[src/hdl/zlhw_pkg.sv]
// Package with the types, codes and helper functions of the zip local header walker.
`timescale 1ns / 1ps

package zlhw_pkg;

   localparam int PREVIEW_BYTES = 24;

   localparam logic [31:0] SIG_LOCAL   = 32'h04034b50;
   localparam logic [31:0] SIG_DESC    = 32'h08074b50;
   localparam logic [31:0] SIG_SPAN    = 32'h30304b50;
   localparam logic [31:0] SIG_CENTRAL = 32'h02014b50;
   localparam logic [31:0] SIG_END     = 32'h06054b50;

   localparam logic [4:0]  SIG_LEN  = 5'd4;
   localparam logic [4:0]  HDR_LEN  = 5'd26;
   localparam logic [31:0] DESC_LEN = 32'd12;
   localparam logic [31:0] PREVIEW_LEN = 32'(PREVIEW_BYTES);

   localparam logic [15:0] NAME_LIMIT_RESET = 16'd1023;

   typedef enum logic [2:0] {
      PH_SIG,
      PH_HDR,
      PH_NAME,
      PH_EXTRA,
      PH_PREVIEW,
      PH_DATA,
      PH_DESC
   } phase_type;

   typedef enum logic [2:0] {
      KIND_NAME_BYTE    = 3'd0,
      KIND_HEADER       = 3'd1,
      KIND_PREVIEW_BYTE = 3'd2,
      KIND_END          = 3'd3,
      KIND_BAD_SIG      = 3'd4,
      KIND_NAME_LONG    = 3'd5
   } kind_type;

   typedef struct packed {
      kind_type    kind;
      logic [7:0]  byte_value;
      logic [31:0] compressed_size;
      logic [31:0] uncompressed_size;
      logic [15:0] name_length;
      logic        encrypted;
      logic [31:0] bad_signature;
   } rsp_type;

   typedef struct packed {
      phase_type   phase;
      logic [31:0] skip;
   } walk_type;

   function automatic walk_type go_skip(input logic [31:0] count, input phase_type ph);
      walk_type w;
      if (count == 32'd0) begin
         w.phase = PH_SIG;
         w.skip  = 32'd0;
      end else begin
         w.phase = ph;
         w.skip  = count;
      end
      return w;
   endfunction

   function automatic walk_type go_data(input logic [31:0] csize);
      walk_type w;
      if ((PREVIEW_BYTES > 0) && (csize >= PREVIEW_LEN)) begin
         w.phase = PH_PREVIEW;
         w.skip  = PREVIEW_LEN;
      end else begin
         w = go_skip(csize, PH_DATA);
      end
      return w;
   endfunction

   function automatic walk_type go_extra(input logic [15:0] xlen, input logic [31:0] csize);
      walk_type w;
      if (xlen == 16'd0) begin
         w = go_data(csize);
      end else begin
         w.phase = PH_EXTRA;
         w.skip  = {16'd0, xlen};
      end
      return w;
   endfunction

   function automatic walk_type go_name(input logic [15:0] nlen, input logic [15:0] xlen,
                                        input logic [31:0] csize);
      walk_type w;
      if (nlen == 16'd0) begin
         w = go_extra(xlen, csize);
      end else begin
         w.phase = PH_NAME;
         w.skip  = {16'd0, nlen};
      end
      return w;
   endfunction

endpackage

[src/hdl/zip_local_header_walker.sv]
// Top level of the zip local header walker: byte parser state and the result register.
//
//   channel  ports                              direction  moves
//   req      req_valid/ready, data, start       in         one archive byte per request
//   rsp      rsp_valid/ready, kind and fields   out        zero or one result per request
//   csr      csr_valid/ready, csr_name_limit    in         name length limit
//
// Each request is parsed in the cycle it is accepted, and its result is in the result
// register in the next cycle; one request per cycle is taken while rsp_ready is high.
// The only stall comes from the result register: a request is taken when the register
// is empty or is being read in the same cycle. Reset puts the parser at the signature
// and the name limit at 1023; csr writes are always taken.
`timescale 1ns / 1ps

module zip_local_header_walker (
   input  logic        clock,
   input  logic        reset,
   input  logic        req_valid,
   output logic        req_ready,
   input  logic [7:0]  req_data_byte,
   input  logic        req_start_of_archive,
   output logic        rsp_valid,
   input  logic        rsp_ready,
   output logic [2:0]  rsp_kind,
   output logic [7:0]  rsp_byte_value,
   output logic [31:0] rsp_compressed_size,
   output logic [31:0] rsp_uncompressed_size,
   output logic [15:0] rsp_name_length,
   output logic        rsp_encrypted,
   output logic [31:0] rsp_bad_signature,
   input  logic        csr_valid,
   output logic        csr_ready,
   input  logic [15:0] csr_name_limit
);
   import zlhw_pkg::*;

   logic [15:0] name_limit_ff;
   phase_type   phase_ff, phase_in;
   logic [4:0]  count_ff, count_in;
   logic [31:0] gather_ff, gather_in;
   logic        halted_ff, halted_in;
   logic [31:0] skip_ff, skip_in;
   logic        enc_ff, enc_in;
   logic [31:0] csize_ff, csize_in;
   logic [31:0] usize_ff, usize_in;
   logic [15:0] nlen_ff, nlen_in;
   logic [15:0] xlen_ff, xlen_in;

   logic        req_fire;
   logic        slot_free;
   logic        rsp_load;
   rsp_type     rsp_next;
   rsp_type     rsp_data;

   phase_type   cur_phase;
   logic [4:0]  cur_count;
   logic [31:0] cur_gather;
   logic        cur_halted;
   logic [31:0] skip_dec;
   logic [31:0] shifted;
   walk_type    walk;

   assign csr_ready = 1'b1;
   assign req_ready = slot_free;
   assign req_fire  = req_valid && slot_free;

   // A start flag restarts the parse before this byte is taken.
   assign cur_phase  = req_start_of_archive ? PH_SIG : phase_ff;
   assign cur_count  = req_start_of_archive ? 5'd0 : count_ff;
   assign cur_gather = req_start_of_archive ? 32'd0 : gather_ff;
   assign cur_halted = req_start_of_archive ? 1'b0 : halted_ff;
   assign skip_dec   = skip_ff - 32'd1;
   assign shifted    = {req_data_byte, cur_gather[31:8]};

   always_comb begin
      phase_in  = cur_phase;
      count_in  = cur_count;
      gather_in = cur_gather;
      halted_in = cur_halted;
      skip_in   = skip_ff;
      enc_in    = enc_ff;
      csize_in  = csize_ff;
      usize_in  = usize_ff;
      nlen_in   = nlen_ff;
      xlen_in   = xlen_ff;
      rsp_load  = 1'b0;
      rsp_next  = '0;
      walk      = '0;

      if (!cur_halted) begin
         case (cur_phase)
            PH_SIG: begin
               gather_in = shifted;
               count_in  = cur_count + 5'd1;
               if (count_in >= SIG_LEN) begin
                  count_in  = 5'd0;
                  gather_in = 32'd0;
                  if (shifted == SIG_LOCAL) begin
                     phase_in = PH_HDR;
                     enc_in   = 1'b0;
                     csize_in = 32'd0;
                     usize_in = 32'd0;
                     nlen_in  = 16'd0;
                     xlen_in  = 16'd0;
                  end else if (shifted == SIG_DESC) begin
                     walk     = go_skip(DESC_LEN, PH_DESC);
                     phase_in = walk.phase;
                     skip_in  = walk.skip;
                  end else if (shifted == SIG_SPAN) begin
                     phase_in = PH_SIG;
                  end else if (shifted == SIG_CENTRAL || shifted == SIG_END) begin
                     rsp_load      = 1'b1;
                     rsp_next.kind = KIND_END;
                     halted_in     = 1'b1;
                  end else begin
                     rsp_load               = 1'b1;
                     rsp_next.kind          = KIND_BAD_SIG;
                     rsp_next.bad_signature = shifted;
                     halted_in              = 1'b1;
                  end
               end
            end
            PH_HDR: begin
               case (cur_count)
                  5'd2:  enc_in = req_data_byte[0];
                  5'd14: csize_in[7:0]   = req_data_byte;
                  5'd15: csize_in[15:8]  = req_data_byte;
                  5'd16: csize_in[23:16] = req_data_byte;
                  5'd17: csize_in[31:24] = req_data_byte;
                  5'd18: usize_in[7:0]   = req_data_byte;
                  5'd19: usize_in[15:8]  = req_data_byte;
                  5'd20: usize_in[23:16] = req_data_byte;
                  5'd21: usize_in[31:24] = req_data_byte;
                  5'd22: nlen_in[7:0]    = req_data_byte;
                  5'd23: nlen_in[15:8]   = req_data_byte;
                  5'd24: xlen_in[7:0]    = req_data_byte;
                  5'd25: xlen_in[15:8]   = req_data_byte;
                  default: ;
               endcase
               count_in = cur_count + 5'd1;
               if (count_in >= HDR_LEN) begin
                  count_in             = 5'd0;
                  rsp_load             = 1'b1;
                  rsp_next.name_length = nlen_in;
                  if (nlen_in > name_limit_ff) begin
                     rsp_next.kind = KIND_NAME_LONG;
                     halted_in     = 1'b1;
                  end else begin
                     rsp_next.kind              = KIND_HEADER;
                     rsp_next.compressed_size   = csize_in;
                     rsp_next.uncompressed_size = usize_in;
                     rsp_next.encrypted         = enc_in;
                     walk     = go_name(nlen_in, xlen_in, csize_in);
                     phase_in = walk.phase;
                     skip_in  = walk.skip;
                  end
               end
            end
            PH_NAME: begin
               rsp_load            = 1'b1;
               rsp_next.kind       = KIND_NAME_BYTE;
               rsp_next.byte_value = req_data_byte;
               skip_in             = skip_dec;
               if (skip_dec == 32'd0) begin
                  walk     = go_extra(xlen_ff, csize_ff);
                  phase_in = walk.phase;
                  skip_in  = walk.skip;
               end
            end
            PH_EXTRA: begin
               skip_in = skip_dec;
               if (skip_dec == 32'd0) begin
                  walk     = go_data(csize_ff);
                  phase_in = walk.phase;
                  skip_in  = walk.skip;
               end
            end
            PH_PREVIEW: begin
               rsp_load            = 1'b1;
               rsp_next.kind       = KIND_PREVIEW_BYTE;
               rsp_next.byte_value = req_data_byte;
               skip_in             = skip_dec;
               if (skip_dec == 32'd0) begin
                  walk     = go_skip(csize_ff - PREVIEW_LEN, PH_DATA);
                  phase_in = walk.phase;
                  skip_in  = walk.skip;
               end
            end
            PH_DATA, PH_DESC: begin
               skip_in = skip_dec;
               if (skip_dec == 32'd0) begin
                  phase_in = PH_SIG;
               end
            end
            default: begin
               phase_in  = PH_SIG;
               count_in  = 5'd0;
               gather_in = 32'd0;
            end
         endcase
      end
   end

   always_ff @(posedge clock) begin
      if (reset) begin
         name_limit_ff <= NAME_LIMIT_RESET;
      end else if (csr_valid) begin
         name_limit_ff <= csr_name_limit;
      end
   end

   always_ff @(posedge clock) begin
      if (reset) begin
         phase_ff  <= PH_SIG;
         count_ff  <= 5'd0;
         gather_ff <= 32'd0;
         halted_ff <= 1'b0;
         skip_ff   <= 32'd0;
      end else if (req_fire) begin
         phase_ff  <= phase_in;
         count_ff  <= count_in;
         gather_ff <= gather_in;
         halted_ff <= halted_in;
         skip_ff   <= skip_in;
      end
   end

   always_ff @(posedge clock) begin
      if (req_fire) begin
         enc_ff   <= enc_in;
         csize_ff <= csize_in;
         usize_ff <= usize_in;
         nlen_ff  <= nlen_in;
         xlen_ff  <= xlen_in;
      end
   end

   zlhw_rsp_reg u_rsp_reg (
      .clock     (clock),
      .reset     (reset),
      .load      (req_fire && rsp_load),
      .load_data (rsp_next),
      .slot_free (slot_free),
      .rsp_valid (rsp_valid),
      .rsp_ready (rsp_ready),
      .rsp_data  (rsp_data)
   );

   assign rsp_kind              = rsp_data.kind;
   assign rsp_byte_value        = rsp_data.byte_value;
   assign rsp_compressed_size   = rsp_data.compressed_size;
   assign rsp_uncompressed_size = rsp_data.uncompressed_size;
   assign rsp_name_length       = rsp_data.name_length;
   assign rsp_encrypted         = rsp_data.encrypted;
   assign rsp_bad_signature     = rsp_data.bad_signature;

endmodule

[src/hdl/zlhw_rsp_reg.sv]
// Result register that holds one response until the consumer takes it.
`timescale 1ns / 1ps

module zlhw_rsp_reg (
   input  logic             clock,
   input  logic             reset,
   input  logic             load,
   input  zlhw_pkg::rsp_type load_data,
   output logic             slot_free,
   output logic             rsp_valid,
   input  logic             rsp_ready,
   output zlhw_pkg::rsp_type rsp_data
);
   import zlhw_pkg::*;

   logic    valid_ff;
   logic    valid_in;
   rsp_type data_ff;

   assign slot_free = !valid_ff || rsp_ready;
   assign rsp_valid = valid_ff;
   assign rsp_data  = data_ff;

   always_comb begin
      valid_in = valid_ff;
      if (load) begin
         valid_in = 1'b1;
      end else if (rsp_ready) begin
         valid_in = 1'b0;
      end
   end

   always_ff @(posedge clock) begin
      if (reset) begin
         valid_ff <= 1'b0;
      end else begin
         valid_ff <= valid_in;
      end
   end

   always_ff @(posedge clock) begin
      if (load) begin
         data_ff <= load_data;
      end
   end

endmodule
[config.mk]
export PLATFORM = sky130hd
export DESIGN_NAME = zip_local_header_walker
export DESIGN_NICKNAME = d
export VERILOG_FILES = /design/src/hdl/zlhw_pkg.sv /design/src/hdl/zip_local_header_walker.sv /design/src/hdl/zlhw_rsp_reg.sv
export SDC_FILE = /design/constraint.sdc
export NUM_CORES = 1
export LEC_CHECK = 0
export BUFFER_PORTS_ARGS = -buffer_cell sky130_fd_sc_hd__buf_4
export CAP_MARGIN = 0
export CORE_AREA = 2 2 248 128
export DETAILED_ROUTE_END_ITERATION = 16
export DIE_AREA = 0 0 250 130
export PLACE_DENSITY = 0.74
export SYNTH_ARGS = -nofsm -noshare
export SYNTH_HDL_FRONTEND = slang
export SYNTH_SLANG_ARGS = --single-unit
[constraint.sdc]
create_clock -name clock -period 26.5 [get_ports clock]
set_input_delay 5.3 -clock clock [delete_from_list [all_inputs] [get_ports clock]]
set_output_delay 5.3 -clock clock [all_outputs]
set_load 0.005 [all_outputs]
==> results.json, run 1 <==
{
  "p_leak_nw": 6.86,
  "cpMostUsedCell": "buf_4",
  "cts_setup_buffers": 0,
  "cp-end-kind": "output port",
  "min_period_over_period": 0.416,
  "finalSetupViolations": 0,
  "nets": 1824,
  "cts_tree": "done",
  "use_met1": 0.506,
  "cp_max_fo": 3,
  "p_per_area_mw_per_mm2": 51.0,
  "r2r-start": "count_ff[1]",
  "grt_max_degree": 70,
  "hp-start": "name_limit_ff[9]",
  "synth_ff_type": "edfxtp_1",
  "top_usage_layer": "met1",
  "drc_errors": 0,
  "die_w_um": 250,
  "fmax_mhz": 90.8,
  "maxSlewViolCount": 0,
  "worstMarginPinSlew_ns": 1.17,
  "grt_usage": 0.336,
  "num_rows": 46,
  "grt_pass1_vias": 13100,
  "cts_hold_repair.buffers": 0,
  "synth_area_mm2": 0.0164,
  "first_iter_violations": 2313,
  "crit_slowest_cell": "nand2b_1",
  "power_mw": 0.953,
  "arrival_ns": 5.71,
  "hold_path.class": "reg2reg",
  "cts_buffers": 28,
  "grt_overflow": 0,
  "areaGrowthSynthToFinish_pct": 14.0,
  "power.share.clock": 0.426,
  "placeableCoreArea_mm2": 0.0307,
  "die-height_um": 130,
  "place_hpwl_um": 38700,
  "tns_ns": 0,
  "start_kind": "input pin",
  "drive_gt1_frac": 0.147,
  "cts_resized": 0,
  "portBuffers": 155,
  "vias": 14200,
  "seqPwrFrac": 0.533,
  "relSlewSlack": 0.215,
  "crit_start": "rsp_ready",
  "maxCapViolCount": 0,
  "clk_pin_slew_ns": 0.07,
  "syn-num-nets": 1735,
  "wl_per_cell_um": 25.1,
  "p_comb_frac": 0.041,
  "synthArstFlopShare": 0,
  "root_buffer": "clkbuf_16",
  "floorplan.initialDensity": 0.533,
  "met3_usage": 0.140,
  "worstSetupPathType": "in2out",
  "worst_clock_skew_ns": 0.0172,
  "switchingPower_mw": 0.223,
  "grt_pass1_wl_um": 81900,
  "drtAntennaViolNets": 0,
  "wirelength_um": 55300,
  "rsz0062_at_grt": "no",
  "final.fill_count": 2615,
  "synth-edff-count": 221,
  "whs_ns": 0.489,
  "antenna_found_initial": 1,
  "cts_htree_levels": 1,
  "die_area_mm2": 0.0325,
  "vdd_drop_max_mv": 0.0467,
  "cp_cell_sequence": "buf_4, nand2b_1, buf_4",
  "ios": 157,
  "ys_warn_count": 0,
  "synthesis.instances": 1685,
  "first_pass_iters": 7,
  "hold_viol": 0,
  "synth.distinct_cells": 93,
  "critPathRequiredTime_ns": 21.20,
  "layout_min_cycle_time_ns": 11.01,
  "final-seq-area_mm2": 0.00828,
  "switching_share": 0.234,
  "met2_usage": 0.438,
  "worstSkewPairLatency_ns": 0.57,
  "seq_area_frac_synth": 0.505,
  "clock_sinks": 303,
  "p_int_mw": 0.730,
  "gp_congestion": 0.989,
  "multi_input_area_mm2": 0.00749,
  "clk_path_buf_depth": 3,
  "run_status": "finished, final reports clean",
  "via_per_inst": 6.46,
  "syn_avg_cell_area_um2": 9.72,
  "diodes": 0,
  "slowest_delay_ns": 0.16,
  "ys_seq_elements": 303
}
==> cell type report <==
class,instances,area share
Multi-Input combinational cell,1216,0.401
Sequential cell,303,0.443
Clock inverter,19,0.00817
Tap cell,408,0.0273
Clock buffer,33,0.0396
Timing Repair Buffer,177,0.0711
Inverter,48,0.00964
==> synth_stat cells, drive strengths merged, types with 7 or more instances <==
cell	count	area [um2]
nor2	315	1180
edfxtp	221	6640
nand2	108	405
clkbuf	102	383
a21oi	86	442
mux2i	84	841
dfxtp	82	1640
and2	57	359
nor3	48	250
inv	45	169
o21ai	45	229
nand3	39	210
a22oi	35	263
nor4	30	228
xnor2	28	245
nand4	27	169
ha	20	250
o211ai	18	145
xor2	18	158
buf	16	93.8
nand2b	15	93.8
or3	15	93.8
a211oi	12	90.1
nand4b	11	96.3
nor4b	11	103
o22ai	11	68.8
nor2b	10	62.6
or4	10	82.6
a22o	9	78.8
a31oi	8	50.1
and3	8	50.1
nand3b	8	60.1
a21o	7	52.6
nor3b	7	57.6
o21a	7	52.6
o32ai	7	61.3
==> layer usage <==
metal / routed length [um] / up-vias
met3: 8430 / 96
met4: 1250 / 2
met2: 20900 / 900
met1: 24700 / 6891
met5: 13 / -
li1: - / 6359
==> cell families after synthesis <==
kind of cell,Yosys count,share of synthesized area
multiplexers,87,0.0534
flip-flops,303,0.505
AO/OA/AOI/OAI,320,0.135
adder cells (fa/ha/maj),20,0.0153
buffers and inverters,166,0.0401
XOR/XNOR,46,0.0246
other,1,0.000229
AND/OR/NAND/NOR,742,0.226
==> critical path: cells and delay by family <==
kind | cells | cell delay [ns]
simple gates | 1 | 0.16
buf+inv | 2 | 0.25
==> stage by stage <==
step | setup slack [ns] | instances | utilization | area (um2)
after floorplan | 12.02 | 1685 | - | 16400
after global placement | 15.49 | 2152 | 0.579 | 17800
after detailed placement | 15.49 | 2152 | 0.579 | 17800
after CTS | 15.49 | 2204 | 0.608 | 18700
after global routing | 15.46 | 2204 | 0.608 | 18700
final | 15.49 | 2204 | 0.608 | 18700
==> power by group through the flow <==
stage	clock network (mW)	registers, mW	logic, mW
final	0.406	0.508	0.0387
after global routing	0.426	0.508	0.0410
after CTS	0.409	0.508	0.0376
after detailed placement	0	0.519	0.0375
after global placement	0	0.518	0.0363
after floorplan	0	0.517	0.0208
==> worst paths after layout <==
| path | to | cells after the start | slack, ns |
|---|---|---|---|
| worst max register to register | skip_ff[26] | 14 | 20.56 |
| worst min-delay path | name_limit_ff[9] | 2 | 0.49 |
| worst max-delay path | req_ready | 3 | 15.49 |
| worst min register to register | name_limit_ff[9] | 2 | 0.49 |
==> cell usage in the layout (no fill, tap or decap), types with 35 or more instances in the layout <==
cell      count
inv_1        45
nand2_1     108
nand3_1      35
a22oi_1      35
dfxtp_1      82
nor2_1      314
mux2i_1      84
a21oi_1      84
and2_1       54
buf_4       177
edfxtp_1    221
nor3_1       44
o21ai_0      42
==> flip-flops by register name, indices dropped and copies added (netlist names) <==
register             flops
count_ff                 5
csize_ff                32
enc_ff                   1
gather_ff               24
halted_ff                1
name_limit_ff           16
nlen_ff                 16
phase_ff                 3
skip_ff                 32
u_rsp_reg.rsp_data     124
u_rsp_reg.rsp_valid      1
usize_ff                32
xlen_ff                 16
Power figures use the tool's default switching activity.
==> inputs of run 2 (changes only) <==
--- a/config.mk
+++ b/config.mk
@@ -7,10 +7,10 @@
 export LEC_CHECK = 0
 export BUFFER_PORTS_ARGS = -buffer_cell sky130_fd_sc_hd__buf_4
 export CAP_MARGIN = 0
-export CORE_AREA = 2 2 248 128
+export CORE_AREA = 2 2 250 129
 export DETAILED_ROUTE_END_ITERATION = 16
-export DIE_AREA = 0 0 250 130
-export PLACE_DENSITY = 0.74
+export DIE_AREA = 0 0 252 131
+export PLACE_DENSITY = 0.76
 export SYNTH_ARGS = -nofsm -noshare
 export SYNTH_HDL_FRONTEND = slang
 export SYNTH_SLANG_ARGS = --single-unit
==> constraint.sdc (replaced) <==
create_clock -name clock -period 9.74 [get_ports clock]
set_input_delay 1.948 -clock clock [delete_from_list [all_inputs] [get_ports clock]]
set_output_delay 1.948 -clock clock [all_outputs]
set_load 0.005 [all_outputs]
==> run 2 against run 1 <==
Global-route usage fell by 0.15 points. Largest power group unchanged. Sequential power rose to 2.7 times the previous value. Flip-flop and latch count did not move. First-iteration DRC count rose by 4.0%. Highest routed layer is now met4.
==> results.json, run 2 (same netlist as run 1, synthesis figures left out) <==
{
  "first_iter_violations": 2406,
  "r2r-start": "count_ff[2]",
  "worstSetupPathType": "in2reg",
  "arrival_ns": 7.39,
  "cts_setup_buffers": 0,
  "via_per_inst": 6.46,
  "worstSkewPairLatency_ns": 0.58,
  "switchingPower_mw": 0.609,
  "die-height_um": 131,
  "grt_pass1_vias": 12800,
  "cts_tree": "done",
  "power.share.clock": 0.436,
  "rsz0062_at_grt": "no",
  "p_per_area_mw_per_mm2": 141,
  "grt_overflow": 0,
  "areaGrowthSynthToFinish_pct": 14.2,
  "final_common_cell": "nor2_1",
  "grt_pass1_wl_um": 82500,
  "portBuffers": 155,
  "reg2regPathDepth": 14,
  "maxCapViolCount": 0,
  "final_cell_mix": "314 x nor2_1, 221 x edfxtp_1, 175 x buf_4, 108 x nand2_1, 85 x a21oi_1",
  "clk_path_buf_depth": 3,
  "start_kind": "input pin",
  "clk_pin_slew_ns": 0.07,
  "wl_per_cell_um": 25.4,
  "gp_congestion": 1.02,
  "cts_hold_repair.buffers": 0,
  "cts_resized": 0,
  "finalSetupViolations": 0,
  "place_hpwl_um": 38900,
  "path_buf_inv": 2,
  "die_area_mm2": 0.0330,
  "root_buffer": "clkbuf_16",
  "r2r-end": "skip_ff[28]",
  "crit_start": "req_start_of_archive",
  "largest_reg_flops": 124,
  "clock_sinks": 303,
  "p_int_mw": 2.03,
  "fmax_mhz": 145,
  "p_comb_frac": 0.039,
  "drtAntennaViolNets": 0,
  "switching_share": 0.231,
  "p_leak_nw": 6.87,
  "vias": 14300,
  "seqPwrFrac": 0.524,
  "crit_family": "simple AND/OR/NAND/NOR gates",
  "floorplan.initialDensity": 0.529,
  "ios": 157,
  "layout_min_cycle_time_ns": 6.88,
  "crit_slowest_cell": "nor4bb_1",
  "drc_errors": 0,
  "grt_usage": 0.335,
  "hold_path.class": "reg2reg",
  "cts_buffers": 29,
  "rrSetupSlack_ns": 3.83,
  "die_w_um": 252,
  "antenna_found_initial": 3,
  "cp_cell_sequence": "buf_4, nor4bb_1, nand2_1, mux2i_1, inv_1, ha_1, a21oi_1, o21ai_0, a221oi_1, o31a_1, a211o_1, nand3_1, or3_1, o211ai_1, o31a_1",
  "cpMostUsedCell": "o31a_1",
  "cts_htree_levels": 1,
  "critical_path.endpoint": "skip_ff[28]",
  "cp-end-kind": "register",
  "cp_max_fo": 26,
  "hold_viol": 0,
  "min_period_over_period": 0.706,
  "first_pass_iters": 6,
  "finalInstanceArea_mm2": 0.0187,
  "nets": 1823,
  "crit_cells": 15,
  "slowest_delay_ns": 0.93,
  "relSlewSlack": 0.233,
  "wirelength_um": 56000,
  "worstMarginPinSlew_ns": 1.14,
  "tns_ns": 0,
  "grt_max_degree": 78,
  "vdd_drop_max_mv": 0.177,
  "placed_cell_area_mm2": 0.0178,
  "placeableCoreArea_mm2": 0.0310,
  "maxSlewViolCount": 0,
  "critPathRequiredTime_ns": 10.25,
  "worst_clock_skew_ns": 0.0186,
  "run_status": "finished, final reports clean",
  "drive_gt1_frac": 0.145,
  "num_rows": 46
}
==> run 2: cell types whose count changed in the layout (fill, tap and decap cells not counted), moves of 2 or more <==
cell	before	now
clkinv_4	4	1
buf_4	177	175
clkbuf_1	4	6
clkinvlp_4	1	3
diode_2	0	2
==> run 2: power by group through the flow <==
stage / Combinational (mW) / Sequential [mW] / Clock [mW]
after floorplan: 0.0566 / 1.41 / 0
after global placement: 0.0989 / 1.41 / 0
after detailed placement: 0.100 / 1.41 / 0
after CTS: 0.101 / 1.38 / 1.16
after global routing: 0.111 / 1.38 / 1.21
final: 0.104 / 1.38 / 1.15
==> run 2: cell type report <==
type | instances | area (um2)
antenna | 2 | 5.00
clock buffer | 36 | 773
clock inverter | 18 | 159
fill | 2607 | 12300
inverter | 48 | 180
multi-input combinational | 1216 | 7490
sequential | 303 | 8280
tap | 408 | 510
timing repair buffer | 175 | 1310
==> run 2: how the worst min path moves through the flow <==
stage                                    to  slack [ns]  cells after the start              start
after floorplan            name_limit_ff[0]        0.45                      2   name_limit_ff[0]
after global placement    name_limit_ff[10]        0.48                      2  name_limit_ff[10]
after detailed placement   name_limit_ff[8]        0.49                      2   name_limit_ff[8]
after CTS                  name_limit_ff[9]        0.51                      2   name_limit_ff[9]
after global routing      name_limit_ff[15]        0.52                      2  name_limit_ff[15]
final                      name_limit_ff[9]        0.50                      2   name_limit_ff[9]
==> run 2: metal layers <==
layer,vias to the layer above,GRT usage,wire length (um),part of all wire
li1,6344,-,-,-
met1,6885,0.542,25800,0.46
met2,946,0.419,21000,0.37
met3,79,0.113,8330,0.15
met4,0,0.0620,932,0.017
met5,-,0,0,0
==> run 2: metrics by stage <==
| step | total power, mW | setup slack (ns) | cells | utilization | hold WS, ns |
|---|---|---|---|---|---|
| after floorplan | 1.46 | 0.134 | 1685 | - | 0.449 |
| after global placement | 1.51 | 2.81 | 2150 | 0.574 | 0.478 |
| after detailed placement | 1.51 | 2.51 | 2150 | 0.574 | 0.490 |
| after CTS | 2.64 | 3.07 | 2204 | 0.604 | 0.507 |
| after global routing | 2.70 | 2.50 | 2204 | 0.604 | 0.525 |
| final | 2.64 | 2.86 | 2206 | 0.604 | 0.502 |
==> run 2: tightest hold or removal path, stage by stage (launching register included) <==
cell and delay [ns]:
dfxtp_1 0.31, inv_1 0.07, o211ai_1 0.08
